`config.mk`:
```
export PLATFORM = sky130hd
export DESIGN_NAME = humidity_fan_controller_unit
export DESIGN_NICKNAME = d
export VERILOG_FILES = /design/src/sv/hfc_pkg.sv /design/src/sv/humidity_fan_controller_unit.sv /design/src/sv/hfc_cfg_regs.sv /design/src/sv/hfc_ctrl.sv
export SDC_FILE = /design/constraint.sdc
export NUM_CORES = 1
export LEC_CHECK = 0
export BUFFER_PORTS_ARGS = -buffer_cell sky130_fd_sc_hd__buf_2
export CAP_MARGIN = 20
export CORE_ASPECT_RATIO = 1.1
export CORE_MARGIN = 2
export CORE_UTILIZATION = 45
export CTS_BUF_LIST = sky130_fd_sc_hd__clkbuf_4 sky130_fd_sc_hd__clkbuf_8
export DETAILED_ROUTE_END_ITERATION = 8
export PLACE_DENSITY = 0.59
export SYNTH_ARGS = -nofsm -noshare
export SYNTH_HDL_FRONTEND = slang
export SYNTH_SLANG_ARGS = --single-unit
```
`constraint.sdc`:
```
create_clock -name clk -period 3.8 [get_ports clk]
set_input_delay 0.57 -clock clk [delete_from_list [all_inputs] [get_ports clk]]
set_output_delay 0.57 -clock clk [all_outputs]
set_load 0.01 [all_outputs]
```
`src/sv/hfc_pkg.sv`:
```
// Package for the humidity fan controller: shared types, register indexes,
// mode codes and fixed constants. No dependencies.
package hfc_pkg;

    localparam int RH_W      = 10;
    localparam int TEMP_W    = 8;
    localparam int CNT_W     = 8;
    localparam int CFG_IDX_W = 3;
    localparam int CFG_W     = 10;
    localparam int IN_DATA_W = 24;
    localparam int OUT_DATA_W = 8;

    // Register indexes on the configuration port
    localparam logic [CFG_IDX_W-1:0] REG_RH_THRESHOLD = 3'd0;
    localparam logic [CFG_IDX_W-1:0] REG_MIN_TEMP     = 3'd1;
    localparam logic [CFG_IDX_W-1:0] REG_MIN_RUN      = 3'd2;
    localparam logic [CFG_IDX_W-1:0] REG_TICKS_PER_S  = 3'd3;
    localparam logic [CFG_IDX_W-1:0] REG_REFRESH_S    = 3'd4;

    // Mode codes as seen on the result beat
    localparam logic [1:0] MODE_AUTO     = 2'd0;
    localparam logic [1:0] MODE_ON       = 2'd1;
    localparam logic [1:0] MODE_OFF      = 2'd2;
    localparam logic [1:0] MODE_SETTINGS = 2'd3;

    // Request kinds carried on tuser
    localparam logic REQ_TICK   = 1'b0;
    localparam logic REQ_SAMPLE = 1'b1;

    // Register reset values
    localparam logic [RH_W-1:0]          RST_RH_THRESHOLD = 10'd450;
    localparam logic signed [TEMP_W-1:0] RST_MIN_TEMP     = 8'sd18;
    localparam logic [CNT_W-1:0]         RST_MIN_RUN      = 8'd60;
    localparam logic [CNT_W-1:0]         RST_TICKS_PER_S  = 8'd32;
    localparam logic [CNT_W-1:0]         RST_REFRESH_S    = 8'd6;

    // Button debounce: press flagged on the second held tick, then the
    // count jumps here so that it wraps back to one after 17 more ticks.
    localparam logic [CNT_W-1:0] BTN_PRESS_COUNT  = 8'd1;
    localparam logic [CNT_W-1:0] BTN_REPEAT_LOAD  = 8'd240;

    typedef struct packed {
        logic [RH_W-1:0]          rh_threshold_code;
        logic signed [TEMP_W-1:0] min_temp_c;
        logic [CNT_W-1:0]         min_run_seconds;
        logic [CNT_W-1:0]         ticks_per_second;
        logic [CNT_W-1:0]         refresh_seconds;
    } cfg_t;

    typedef struct packed {
        logic                     req_type;
        logic                     button_pressed;
        logic [RH_W-1:0]          rh_code;
        logic signed [TEMP_W-1:0] temp_celsius;
        logic                     temp_check_on;
    } item_t;

    typedef struct packed {
        logic       fan_on;
        logic       led_on;
        logic [1:0] mode;
        logic       refresh_request;
    } result_t;

endpackage

```
`src/sv/humidity_fan_controller_unit.sv`:
```
// Top level of the humidity fan controller: stream ports, input register,
// result register. Depends on hfc_pkg, hfc_cfg_regs and hfc_ctrl.
//
//  Channel   Direction  Handshake                      Carries
//  s_axis    in         s_axis_tvalid / s_axis_tready  one tick or sample beat
//  m_axis    out        m_axis_tvalid / m_axis_tready  one result beat per input beat
//  cfg       in         cfg_we (no back-pressure)      register index and data
//
// One beat is accepted per cycle when the output side keeps up; a result
// is offered once its input beat has passed the input register and the
// combinational control update into the result register.
// Reset (rst_n low) clears both pipeline valids and loads the control state
// and registers with their defaults.
// A stall on m_axis holds the result register; the input register still
// takes one more beat, then s_axis_tready drops until the result moves.
module humidity_fan_controller_unit (
    input  logic                            clk,
    input  logic                            rst_n,
    input  logic                            s_axis_tvalid,
    output logic                            s_axis_tready,
    // [0] button_pressed, [10:1] rh_code, [18:11] temp_celsius,
    // [19] temp_check_on, [23:20] zero
    input  logic [hfc_pkg::IN_DATA_W-1:0]   s_axis_tdata,
    // [0] req_type
    input  logic                            s_axis_tuser,
    output logic                            m_axis_tvalid,
    input  logic                            m_axis_tready,
    // [0] fan_on, [1] led_on, [3:2] mode, [4] refresh_request, [7:5] zero
    output logic [hfc_pkg::OUT_DATA_W-1:0]  m_axis_tdata,
    input  logic                            cfg_we,
    input  logic [hfc_pkg::CFG_IDX_W-1:0]   cfg_index,
    input  logic [hfc_pkg::CFG_W-1:0]       cfg_data
);

    hfc_pkg::cfg_t    cfg;
    hfc_pkg::item_t   item_reg;
    hfc_pkg::result_t result;
    hfc_pkg::result_t out_reg;
    logic             in_valid_reg, in_valid_next;
    logic             out_valid_reg, out_valid_next;
    logic             advance;
    logic             accept;

    // Advance the held beat when the result register is free or draining
    assign advance       = in_valid_reg && (!out_valid_reg || m_axis_tready);
    assign s_axis_tready = !in_valid_reg || advance;
    assign accept        = s_axis_tvalid && s_axis_tready;

    assign in_valid_next  = accept || (in_valid_reg && !advance);
    assign out_valid_next = advance || (out_valid_reg && !m_axis_tready);

    always_ff @(posedge clk or negedge rst_n)
    begin
        if (!rst_n)
        begin
            in_valid_reg  <= 1'b0;
            out_valid_reg <= 1'b0;
        end
        else
        begin
            in_valid_reg  <= in_valid_next;
            out_valid_reg <= out_valid_next;
        end
    end

    // Capture the input beat; payload needs no reset
    always_ff @(posedge clk)
    begin
        if (accept)
        begin
            item_reg.req_type       <= s_axis_tuser;
            item_reg.button_pressed <= s_axis_tdata[0];
            item_reg.rh_code        <= s_axis_tdata[10:1];
            item_reg.temp_celsius   <= s_axis_tdata[18:11];
            item_reg.temp_check_on  <= s_axis_tdata[19];
        end
    end

    // Hold the result until the sink takes it
    always_ff @(posedge clk)
    begin
        if (advance)
            out_reg <= result;
    end

    hfc_cfg_regs u_cfg (
        .clk       (clk),
        .rst_n     (rst_n),
        .cfg_we    (cfg_we),
        .cfg_index (cfg_index),
        .cfg_data  (cfg_data),
        .cfg       (cfg)
    );

    hfc_ctrl u_ctrl (
        .clk    (clk),
        .rst_n  (rst_n),
        .step   (advance),
        .item   (item_reg),
        .cfg    (cfg),
        .result (result)
    );

    assign m_axis_tvalid = out_valid_reg;
    assign m_axis_tdata  = {3'b000, out_reg.refresh_request, out_reg.mode,
                            out_reg.led_on, out_reg.fan_on};

`ifndef SYNTHESIS
    // A held input beat moves on whenever the result register can take it
    a_no_bubble: assert property (@(posedge clk) disable iff (!rst_n)
        in_valid_reg && !out_valid_reg |-> advance)
        else $error("held beat not advanced into empty result register");

    // The LED never lights with the fan stopped
    a_led_needs_fan: assert property (@(posedge clk) disable iff (!rst_n)
        out_valid_reg && out_reg.led_on |-> out_reg.fan_on)
        else $error("LED lit with fan stopped");

    // A stalled result keeps its register and blocks the held beat
    a_stall_holds: assert property (@(posedge clk) disable iff (!rst_n)
        out_valid_reg && !m_axis_tready |-> !advance)
        else $error("result register overwritten during stall");
`endif

endmodule

```
`src/sv/hfc_cfg_regs.sv`:
```
// Configuration register bank of the humidity fan controller.
// Depends on hfc_pkg.
module hfc_cfg_regs (
    input  logic                           clk,
    input  logic                           rst_n,
    input  logic                           cfg_we,
    input  logic [hfc_pkg::CFG_IDX_W-1:0]  cfg_index,
    input  logic [hfc_pkg::CFG_W-1:0]      cfg_data,
    output hfc_pkg::cfg_t                  cfg
);

    hfc_pkg::cfg_t cfg_reg;

    always_ff @(posedge clk or negedge rst_n)
    begin
        if (!rst_n)
        begin
            cfg_reg.rh_threshold_code <= hfc_pkg::RST_RH_THRESHOLD;
            cfg_reg.min_temp_c        <= hfc_pkg::RST_MIN_TEMP;
            cfg_reg.min_run_seconds   <= hfc_pkg::RST_MIN_RUN;
            cfg_reg.ticks_per_second  <= hfc_pkg::RST_TICKS_PER_S;
            cfg_reg.refresh_seconds   <= hfc_pkg::RST_REFRESH_S;
        end
        else if (cfg_we)
        begin
            case (cfg_index)
                hfc_pkg::REG_RH_THRESHOLD: cfg_reg.rh_threshold_code <= cfg_data;
                hfc_pkg::REG_MIN_TEMP:     cfg_reg.min_temp_c        <= cfg_data[7:0];
                hfc_pkg::REG_MIN_RUN:      cfg_reg.min_run_seconds   <= cfg_data[7:0];
                hfc_pkg::REG_TICKS_PER_S:  cfg_reg.ticks_per_second  <= cfg_data[7:0];
                hfc_pkg::REG_REFRESH_S:    cfg_reg.refresh_seconds   <= cfg_data[7:0];
                default: ;
            endcase
        end
    end

    assign cfg = cfg_reg;

endmodule

```
`src/sv/hfc_ctrl.sv`:
```
// Control state of the humidity fan controller and its one-pass update
// for a tick or a sample beat. Depends on hfc_pkg.
module hfc_ctrl (
    input  logic             clk,
    input  logic             rst_n,
    input  logic             step,
    input  hfc_pkg::item_t   item,
    input  hfc_pkg::cfg_t    cfg,
    output hfc_pkg::result_t result
);

    logic [hfc_pkg::CNT_W-1:0] tick_count_reg, tick_count_next;
    logic [hfc_pkg::CNT_W-1:0] refresh_count_reg, refresh_count_next;
    logic [hfc_pkg::CNT_W-1:0] run_seconds_reg, run_seconds_next;
    logic [hfc_pkg::CNT_W-1:0] button_count_reg, button_count_next;
    logic [1:0]                mode_reg, mode_next;
    logic may_stop_reg, may_stop_next;
    logic fan_reg, fan_next;
    logic press_pending_reg, press_pending_next;
    logic blink_reg, blink_next;
    logic refresh_pending_reg, refresh_pending_next;
    logic req_out;

    logic [hfc_pkg::CNT_W-1:0] tps_eff, rps_eff;
    logic                      sec_end, refresh_end, rh_high, temp_low;
    logic [1:0]                mode_step;

    assign tps_eff = (cfg.ticks_per_second == '0) ? 8'd1 : cfg.ticks_per_second;
    assign rps_eff = (cfg.refresh_seconds == '0) ? 8'd1 : cfg.refresh_seconds;
    assign sec_end = ({1'b0, tick_count_reg} + 9'd1) >= {1'b0, tps_eff};
    assign refresh_end = ({1'b0, refresh_count_reg} + 9'd1) >= {1'b0, rps_eff};
    assign rh_high = (item.rh_code != '0) && (item.rh_code >= cfg.rh_threshold_code);
    assign temp_low = item.temp_check_on && (item.temp_celsius < cfg.min_temp_c);
    assign mode_step = (mode_reg == hfc_pkg::MODE_SETTINGS) ? hfc_pkg::MODE_AUTO
                                                            : mode_reg + 2'd1;

    always_comb
    begin
        tick_count_next      = tick_count_reg;
        refresh_count_next   = refresh_count_reg;
        run_seconds_next     = run_seconds_reg;
        button_count_next    = button_count_reg;
        mode_next            = mode_reg;
        may_stop_next        = may_stop_reg;
        fan_next             = fan_reg;
        press_pending_next   = press_pending_reg;
        blink_next           = blink_reg;
        refresh_pending_next = refresh_pending_reg;
        req_out              = 1'b0;

        if (item.req_type == hfc_pkg::REQ_TICK)
        begin
            if (sec_end)
            begin
                tick_count_next = '0;
                if (refresh_end)
                begin
                    refresh_count_next   = '0;
                    refresh_pending_next = 1'b1;
                end
                else
                begin
                    refresh_count_next = refresh_count_reg + 8'd1;
                end
                if (mode_reg == hfc_pkg::MODE_AUTO && fan_reg && !may_stop_reg)
                begin
                    run_seconds_next = run_seconds_reg + 8'd1;
                    if (run_seconds_reg == cfg.min_run_seconds)
                    begin
                        may_stop_next        = 1'b1;
                        refresh_pending_next = 1'b1;
                    end
                end
                else
                begin
                    run_seconds_next = '0;
                end
                if (fan_reg)
                    blink_next = !blink_reg;
            end
            else
            begin
                tick_count_next = tick_count_reg + 8'd1;
            end

            if (item.button_pressed)
            begin
                if (button_count_reg == hfc_pkg::BTN_PRESS_COUNT)
                begin
                    press_pending_next = 1'b1;
                    button_count_next  = hfc_pkg::BTN_REPEAT_LOAD;
                end
                else
                begin
                    button_count_next = button_count_reg + 8'd1;
                end
            end
            else
            begin
                button_count_next = '0;
            end
        end
        else
        begin
            req_out              = refresh_pending_reg;
            refresh_pending_next = 1'b0;
            if (press_pending_reg)
            begin
                press_pending_next   = 1'b0;
                refresh_pending_next = 1'b1;
                case (mode_step)
                    hfc_pkg::MODE_ON:
                    begin
                        mode_next       = hfc_pkg::MODE_ON;
                        fan_next        = 1'b1;
                        blink_next      = 1'b1;
                        tick_count_next = '0;
                    end
                    hfc_pkg::MODE_OFF:
                    begin
                        mode_next = hfc_pkg::MODE_OFF;
                        fan_next  = 1'b0;
                    end
                    default:
                    begin
                        // auto, and settings falling straight back to auto
                        mode_next       = hfc_pkg::MODE_AUTO;
                        tick_count_next = '0;
                    end
                endcase
            end

            if (mode_next == hfc_pkg::MODE_AUTO)
            begin
                if (rh_high)
                begin
                    if (!temp_low)
                    begin
                        if (!fan_next)
                        begin
                            fan_next      = 1'b1;
                            may_stop_next = 1'b0;
                            blink_next    = 1'b0;
                        end
                        run_seconds_next = '0;
                    end
                end
                else if (may_stop_next && fan_next)
                begin
                    fan_next      = 1'b0;
                    may_stop_next = 1'b0;
                end
            end
        end
    end

    always_ff @(posedge clk or negedge rst_n)
    begin
        if (!rst_n)
        begin
            tick_count_reg      <= '0;
            refresh_count_reg   <= '0;
            run_seconds_reg     <= '0;
            button_count_reg    <= '0;
            mode_reg            <= hfc_pkg::MODE_AUTO;
            may_stop_reg        <= 1'b0;
            fan_reg             <= 1'b0;
            press_pending_reg   <= 1'b0;
            blink_reg           <= 1'b0;
            refresh_pending_reg <= 1'b1;
        end
        else if (step)
        begin
            tick_count_reg      <= tick_count_next;
            refresh_count_reg   <= refresh_count_next;
            run_seconds_reg     <= run_seconds_next;
            button_count_reg    <= button_count_next;
            mode_reg            <= mode_next;
            may_stop_reg        <= may_stop_next;
            fan_reg             <= fan_next;
            press_pending_reg   <= press_pending_next;
            blink_reg           <= blink_next;
            refresh_pending_reg <= refresh_pending_next;
        end
    end

    assign result.fan_on          = fan_next;
    assign result.led_on          = fan_next & blink_next;
    assign result.mode            = mode_next;
    assign result.refresh_request = req_out;

`ifndef SYNTHESIS
    // Settings is never held: it falls back to auto in the same pass
    a_no_settings_hold: assert property (@(posedge clk) disable iff (!rst_n)
        mode_reg != hfc_pkg::MODE_SETTINGS)
        else $error("mode register holds settings");

    // A sample with no press pending clears the refresh request
    a_sample_clears_refresh: assert property (@(posedge clk) disable iff (!rst_n)
        step && item.req_type == hfc_pkg::REQ_SAMPLE && !press_pending_reg
        |=> !refresh_pending_reg)
        else $error("refresh request survived a sample");

    // A released button tick resets the debounce count
    a_release_clears_btn: assert property (@(posedge clk) disable iff (!rst_n)
        step && item.req_type == hfc_pkg::REQ_TICK && !item.button_pressed
        |=> button_count_reg == '0)
        else $error("debounce count not cleared on release");

    // The run counter only moves on a second boundary or a sample
    a_run_stable_mid_second: assert property (@(posedge clk) disable iff (!rst_n)
        step && item.req_type == hfc_pkg::REQ_TICK && !sec_end
        |=> $stable(run_seconds_reg))
        else $error("run counter moved inside a second");
`endif

endmodule

```
Word level (Yosys, flattened, before mapping)
Index checks and enable logic that the tools add are counted.

Add/subtract/negate cells: 7. Order comparisons: 4. Eq/ne operators: 17. Multiplexer cells: 55. Bitwise operators: 2. Reduce and logical (&&, ||, !) cells: 42.

Operators by type and width (count): 8-bit 2-to-1 mux (15); 1-bit 2-to-1 mux (34); 8-bit by 1-bit adder with 8-bit output (second input constant) (4); 8-bit by 1-bit adder with 9-bit output (second input constant) (2); 9-bit by 8-bit greater-or-equal comparator with 1-bit output (2); 8-bit logical NOT (2); 2-bit AND reduction (7); 10-bit greater-or-equal comparator (1); 10-bit nonzero test (1); 2-bit nonzero test (5); 1-bit logical AND (9); 3-bit AND reduction (3); 8-bit by 1-bit == test with 1-bit output (second input constant) (1); 8-bit == test (1); 8-bit less-than comparator (1); 2-bit 2-to-1 mux (4); 8-bit AND reduction (1); 3-bit by 2-bit == test with 1-bit output (second input constant) (2); 1-bit logical NOT (6); 2-bit by 1-bit != test with 1-bit output (second input constant) (3); 3-bit != test (second input constant) (2); 5-bit AND reduction (1); 2-bit == test (second input constant) (2); 2-bit logical NOT (2); 12 further kinds (16).

Register bits after elaboration: 109. Bits of input ports: 43. Logic and storage cells: 153.

Depth between registers and ports, before layout
Gate-level depths: netlist of run 1.

Word-level depth: 12. Gate-level depth with buffers: 11.

By module
Synthesis of run 1 repeated with hierarchy kept, for this count alone.

Cell total of the unflattened synthesis: 526. Area total of the unflattened synthesis: 5854.4 um2.

Modules (own cells, without submodules): hfc_ctrl (instances 1, cells an instance 395, area an instance 3300.7 um2, sequential area each 977.2 um2); hfc_cfg_regs (instances 1, cells an instance 93, area an instance 1642.8 um2, sequential area each 1067.3 um2); humidity_fan_controller_unit (instances 1, cells an instance 38, area an instance 910.9 um2, sequential area each 830.8 um2).

Worst setup path before layout of run 1
No wires, ideal clock.

Kind: reg-to-reg. From: register u_ctrl.tick_count_reg[2] (netlist bit). To: register out_reg (netlist bit m_axis_tdata[1]), data pin. Arrival: 2.494 ns. Data required time: 3.538 ns. Slack: 1.043 ns. Cell stages (with the launch flop): 12. Buffers on the path: 0. Period minus slack after synthesis: 2.757 ns. Path through: dfrtp_1 and3_1 and3_2 nand3_1 xnor2_1 ha_1 and4_1 a21o_4 a311oi_2 nand2_1 xnor2_1 o22ai_1.

RTL lines: start, declared (RTL line hfc_ctrl.sv:12) `logic [hfc_pkg::CNT_W-1:0] tick_count_reg, tick_count_next;`; start signal, assigned (RTL line hfc_ctrl.sv:174) `tick_count_reg <= tick_count_next;`; end signal, assigned (RTL line humidity_fan_controller_unit.sv:83) `out_reg <= result;`; end, declared (RTL line humidity_fan_controller_unit.sv:38) `hfc_pkg::result_t out_reg;`.

Final worst setup path of run 1
From: register u_ctrl.tick_count_reg[0] (netlist bit). To: register u_ctrl.run_seconds_reg[7] (netlist bit).

Word-level cells in the longest chain between the ends: 4.

Ends and longest elaborated chain: 8-bit by 1-bit adder with 9-bit output (RTL line hfc_ctrl.sv:30) `assign sec_end = ({1'b0, tick_count_reg} + 9'd1) >= {1'b0, tps_eff};`; 9-bit by 8-bit greater-or-equal comparator with 1-bit output (RTL line hfc_ctrl.sv:30); 2-bit nonzero test (no source line); 5-bit AND reduction (no source line); end signal, assigned (RTL line hfc_ctrl.sv:176) `run_seconds_reg <= run_seconds_next;`; end, declared (RTL line hfc_ctrl.sv:14) `logic [hfc_pkg::CNT_W-1:0] run_seconds_reg, run_seconds_next;`.

No other way between the ends. A chain may end at the register's enable or synchronous reset.

==> results_dict.tcl, run 1 <==
set metrics [dict create \
    outcome "completed" \
    cts_resized 0 \
    path_buf_inv 0 \
    io_buffer_count 45 \
    antenna_found_initial 0 \
    routed_via_density 5.42 \
    synth_area_leader_cell "dfrtp_1" \
    postCtsHoldBufs 0 \
    track_usage 0.187 \
    wire_per_inst_um 15.3 \
    path_cells "ha_1 -> and3_4 -> xor2_1 -> ha_1 -> and4_1 -> a21o_4 -> a311o_1 -> o21ai_4 -> o31ai_4 -> o22ai_1" \
    max_stage_delay_ns 0.45 \
    synth_area_leaders "dfrtp_1, edfxtp_1, ha_1, dfstp_2, o21ai_0" \
    syn_avg_cell_area_sq_um 10.4 \
    routabilityCongestion 0.840 \
    fmax_mhz 323 \
    cts_setup_buffers 0 \
    slew_headroom 0.358 \
    ir_drop_uv 252 \
    met2_usage 0.327 \
    p_leak_uw 0.00283 \
    first_global_vias 4172 \
    cpMaxStageDelayCell "dfrtp_1" \
    synth-seq-cells 109 \
    area_growth_pct 10.2 \
    critPathMaxFanout 10 \
    synthFlopType "dfrtp_1" \
    grt_overflow 0 \
    post-route-min-period_ns 3.09 \
    finClkSkew_ns 0.0120 \
    cts_sinks 109 \
    dr.pass1.iters 5 \
    postPlaceCellArea_sq_um 6120 \
    end_kind "flop" \
    grt_max_degree 65 \
    yosys.cell_types.count 61 \
    synthCells 552 \
    ant_nets 0 \
    core_area_sq_um 12500 \
    hp-class "primary input to asynchronous set/reset pin" \
    drc_errors 0 \
    rsz0062_at_grt "false" \
    worstMarginPinSlew_ns 0.953 \
    fin_crit_sh 0.814 \
    synth_top_area_frac 0.302 \
    diodes 0 \
    ys_seq_area_frac 0.503 \
    netlist_area_sq_um 5710 \
    crit_type "flop to flop" \
    largest_reg_flops 42 \
    cp.arrival_ns 3.41 \
    cts_buffers 9 \
    mostFrequentLayoutCell "dfrtp_1" \
    finalNetCount 684 \
    wl_um 11700 \
    io_pins 53 \
    worst_path_most_repeated_cell "ha_1" \
    htreeDepth 3 \
    hold_violations 0 \
    place_hpwl_um 8680 \
    worstSkewPairLatency_ns 0.39 \
    grtUsageMet1 0.236 \
    worst-path-stages 10 \
    grtUsageMet3 0.0249 \
    mostFrequentLayoutCells "dfrtp_1, nand2_1, o21ai_0" \
    clk_pin_slew_ns 0.10 \
    drt_first_iter_violations 225 \
    root_buffer "clkbuf_8" \
    crit_family "compound AO/OA/AOI/OAI gates" \
    maxCapViolations 0 \
    drive_gt1_frac 0.197 \
    cts_buffer_depth 2 \
    num_vias 4146 \
    cp-start-kind "flop" \
    design.die.area_sq_um 13600 \
    cts_tree "yes" \
    synth-edff-count 26 \
    fp.dieW_um 111 \
    whs_ns 0.272 \
    top_usage_layer "met2" \
    setup_tns_ns 0 \
    p_per_area_nw_per_um2 519 \
    finalMaxSlewViolations 0 \
    start_util 0.458 \
    rows 43 \
    yosysWarnings 0 \
    setup_viol 0 \
    r2r_cells 10 \
    ys_async_sr_fraction 0.761 \
    cp.required_ns 4.11 \
    die_h_um 122 \
    design_area_sq_um 6300 \
    grt_pass1_wl_um 20100 \
]
[layout make-up]
| class | count | area, sq um |
|---|---|---|
| clock inverter | 5 | 37.5 |
| tap | 157 | 196 |
| multi-input combinational | 389 | 2630 |
| clock buffer | 11 | 139 |
| inverter | 45 | 169 |
| sequential | 109 | 2880 |
| fill | 1171 | 6180 |
| timing repair buffer | 49 | 258 |
[power by group]
part / total, uW / switching [uW] / internal [uW]
Combinational: 942 / 518 / 425
Sequential: 1680 / 208 / 1470
Clock: 650 / 395 / 254
Total: 3270 / 1120 / 2150
[cell families after synthesis]
kind of cell	after synthesis	synth area share
AND/OR/NAND/NOR	175	0.152
AO/OA/AOI/OAI	127	0.142
flip-flops	109	0.503
buffers and inverters	56	0.0388
adder cells (fa/ha/maj)	38	0.0832
multiplexers	25	0.0488
XOR/XNOR	21	0.0322
other	1	0.000656
[Yosys cell counts, drive strengths merged, types with 9 or more instances]
| cell type | n |
|---|---|
| xnor2 | 10 |
| a21oi | 20 |
| nand2 | 68 |
| ha | 38 |
| mux2 | 23 |
| and3 | 10 |
| dfstp | 14 |
| inv | 45 |
| xor2 | 11 |
| nand2b | 9 |
| edfxtp | 26 |
| dfrtp | 69 |
| o21ai | 64 |
| nand3 | 27 |
| nor2 | 22 |
[metrics by stage]
step | total power [uW] | utilization | setup WS, ns | cells
6_report | 3270 | 0.505 | 0.709 | 765
3_5_place_dp | 2650 | 0.491 | 0.744 | 749
3_3_place_gp | 2610 | 0.491 | 0.795 | 749
5_1_grt | 3530 | 0.505 | 0.507 | 765
4_1_cts | 3310 | 0.505 | 0.726 | 765
2_1_floorplan | 2370 | - | 1.04 | 554
[routing by layer]
layer	routed length, um	vias up
met1	5190	2008
met4	230	0
met2	5930	71
met3	316	16
met5	0	-
li1	-	2051
[worst paths after layout]
kind	from	to	slack, ns
max reg2reg	u_ctrl.tick_count_reg[0]	u_ctrl.run_seconds_reg[7]	0.71
min in group clk	s_axis_tdata[18]	item_reg[8]	0.35
max in group asynchronous	rst_n	u_cfg.cfg[2]	2.66
min reg2reg	u_cfg.cfg[39]	u_cfg.cfg[39]	0.51
max	u_ctrl.tick_count_reg[0]	u_ctrl.run_seconds_reg[7]	0.71
min	rst_n	u_ctrl.button_count_reg[2]	0.27
(Power assumes the default switching activity.)
==> inputs of run 2 (changes only) <==
- PLACE_DENSITY: 0.59 -> 0.62
- clock period: 3.8 -> 2.54 ns (I/O delays scaled with it)
==> run 2 against run 1 <==
The flow now finishes with violations (setup timing). Register-to-register slack got worse by 0.88 ns. Sequential power rose by 49%. Combinational power rose by 77%. Critical endpoint is now u_ctrl.run_seconds_reg[0]. Largest cell class unchanged. Highest routed layer unchanged.
==> results_dict.tcl, run 2 (synthesized netlist as in run 1, its figures left out) <==
set metrics [dict create \
    p_per_area_nw_per_um2 776 \
    combPwrFrac 0.318 \
    cpMaxStageDelayCell "dfrtp_1" \
    setup_tns_ns -2.02 \
    worstMarginPinSlew_ns 0.644 \
    num_vias 4284 \
    rows 43 \
    whs_ns 0.175 \
    place_ws_ns -0.282 \
    hold_violations 0 \
    slew_headroom 0.569 \
    fp.dieW_um 111 \
    finalMaxSlewViolations 0 \
    fin_util 0.544 \
    p_leak_uw 0.00305 \
    die_h_um 122 \
    cts_tree "yes" \
    maxCapViolations 0 \
    rsz0062_at_grt "true" \
    grt_max_degree 42 \
    grt_pass1_wl_um 20000 \
    dr.pass1.iters 4 \
    switchingPower_uw 1810 \
    drc_errors 0 \
    cp-start-kind "flop" \
    ir_drop_uv 367 \
    ant_nets 0 \
    drt_first_iter_violations 222 \
    path_buf_inv 2 \
    diodes 0 \
    post-route-min-period_ns 2.71 \
    n_fill_cell 1132 \
    fin_crit_sh 1.07 \
    first_global_vias 4232 \
    clockPowerShare 0.208 \
    wire_per_inst_um 15.4 \
    max_stage_delay_ns 0.43 \
    design.die.area_sq_um 13600 \
    cts_sinks 109 \
    largest_reg_flops 42 \
    cp.arrival_ns 2.95 \
    crit_family "compound AO/OA/AOI/OAI gates" \
    hp-class "primary input to flop" \
    routed_via_density 5.35 \
    cts_buffers 9 \
    cp.required_ns 2.78 \
    grt_overflow 0 \
    violations "setup timing" \
    path_cells "buf_6 -> and3_4 -> xor2_1 -> ha_1 -> and4_4 -> a21o_4 -> a311o_1 -> o21ai_4 -> buf_4 -> or2_2 -> mux2i_1" \
    crit_type "flop to flop" \
    outcome "finished, violations left" \
    end_kind "flop" \
    regArea_sq_um 2880 \
    track_usage 0.186 \
    multiInputGateArea_sq_um 2800 \
    io_pins 53 \
    htreeDepth 3 \
    power.internal_uw 3460 \
    core_area_sq_um 12500 \
    io_buffer_count 45 \
    cts_buffer_depth 2 \
    finalNetCount 720 \
    fin_ws_ns -0.169 \
    power_switching_share 0.343 \
    place_hpwl_um 9200 \
    fmax_mhz 369 \
    root_buffer "clkbuf_8" \
    mostFrequentLayoutCell "dfrtp_1" \
    antenna_found_initial 0 \
    worstSkewPairLatency_ns 0.38 \
    wl_um 12300 \
    setup_viol 19 \
    finClkSkew_ns 0.0178 \
    area_growth_pct 18.9 \
    drive_gt1_frac 0.273 \
    start_util 0.458 \
    mostFrequentLayoutCells "dfrtp_1, nand2_1, o21ai_0" \
    critPathMaxFanout 3 \
    routabilityCongestion 0.877 \
    clk_pin_slew_ns 0.11 \
    p_seq_frac 0.474 \
]
==> run 2: cell types whose count changed in the layout (fill, tap and decap cells not counted), moves of 3 or more <==
cell     before  now
ha_4          0    3
nand2_1      67   63
buf_4         5   35
buf_6         0    5
nand2_2       1    5
ha_1         38   35
o21ai_0      57   54
==> run 2: final timing paths <==
check | startpoint | endpoint | slack, ns | cells past startpoint
max in group asynchronous | rst_n | u_cfg.cfg[13] | 1.27 | 3
hold / removal | s_axis_tdata[15] | item_reg[5] | 0.17 | 1
setup / recovery | u_ctrl.tick_count_reg[0] | u_ctrl.run_seconds_reg[0] | -0.17 | 11
hold reg to reg | u_cfg.cfg[25] | u_cfg.cfg[25] | 0.51 | 2
min in group asynchronous | rst_n | u_ctrl.button_count_reg[2] | 0.54 | 2
setup reg to reg | u_ctrl.tick_count_reg[0] | u_ctrl.run_seconds_reg[0] | -0.17 | 11
==> run 2: what timing repair did <==
item                                   CTS  global route
hold buffers                             1             0
buffers inserted                         6             1
setup endpoints to repair               28            30
pin swaps                               17            10
gates resized for setup                 21            14
endpoints found under the hold margin   10             0
cloned                                   0             0
==> run 2: per-stage QoR <==
| step | instances | instance area [sq um] | total power (uW) |
|---|---|---|---|
| CTS | 800 | 6690 | 5260 |
| finish | 801 | 6790 | 5270 |
| global placement | 777 | 6350 | 4010 |
| global route | 801 | 6790 | 5660 |
| detailed placement | 777 | 6350 | 4090 |
| floorplan | 554 | 5740 | 3540 |
==> run 2: area by class of cell <==
cell class,count,share of cell area
inverters,45,0.0249
clock buffers,9,0.0182
well taps,157,0.0289
repair buffers,85,0.0809
flip-flops and latches,109,0.423
multi-input cells,389,0.412
clock inverters,7,0.0120
==> run 2: power groups by stage <==
stage                     registers, uW  clock network, uW  logic, uW
after floorplan                    2460                  0       1080
after detailed placement           2520                  0       1570
after CTS                          2490               1130       1640
after global placement             2500                  0       1500
after global routing               2550               1190       1910
final                              2500               1100       1670
==> run 2: per-layer routing <==
metal	up-vias	share of wire	GRT usage
li1	2134	-	-
met1	2067	0.43	0.221
met2	71	0.53	0.342
met3	12	0.029	0.0323
met4	0	0.011	0.0617
met5	-	0	0
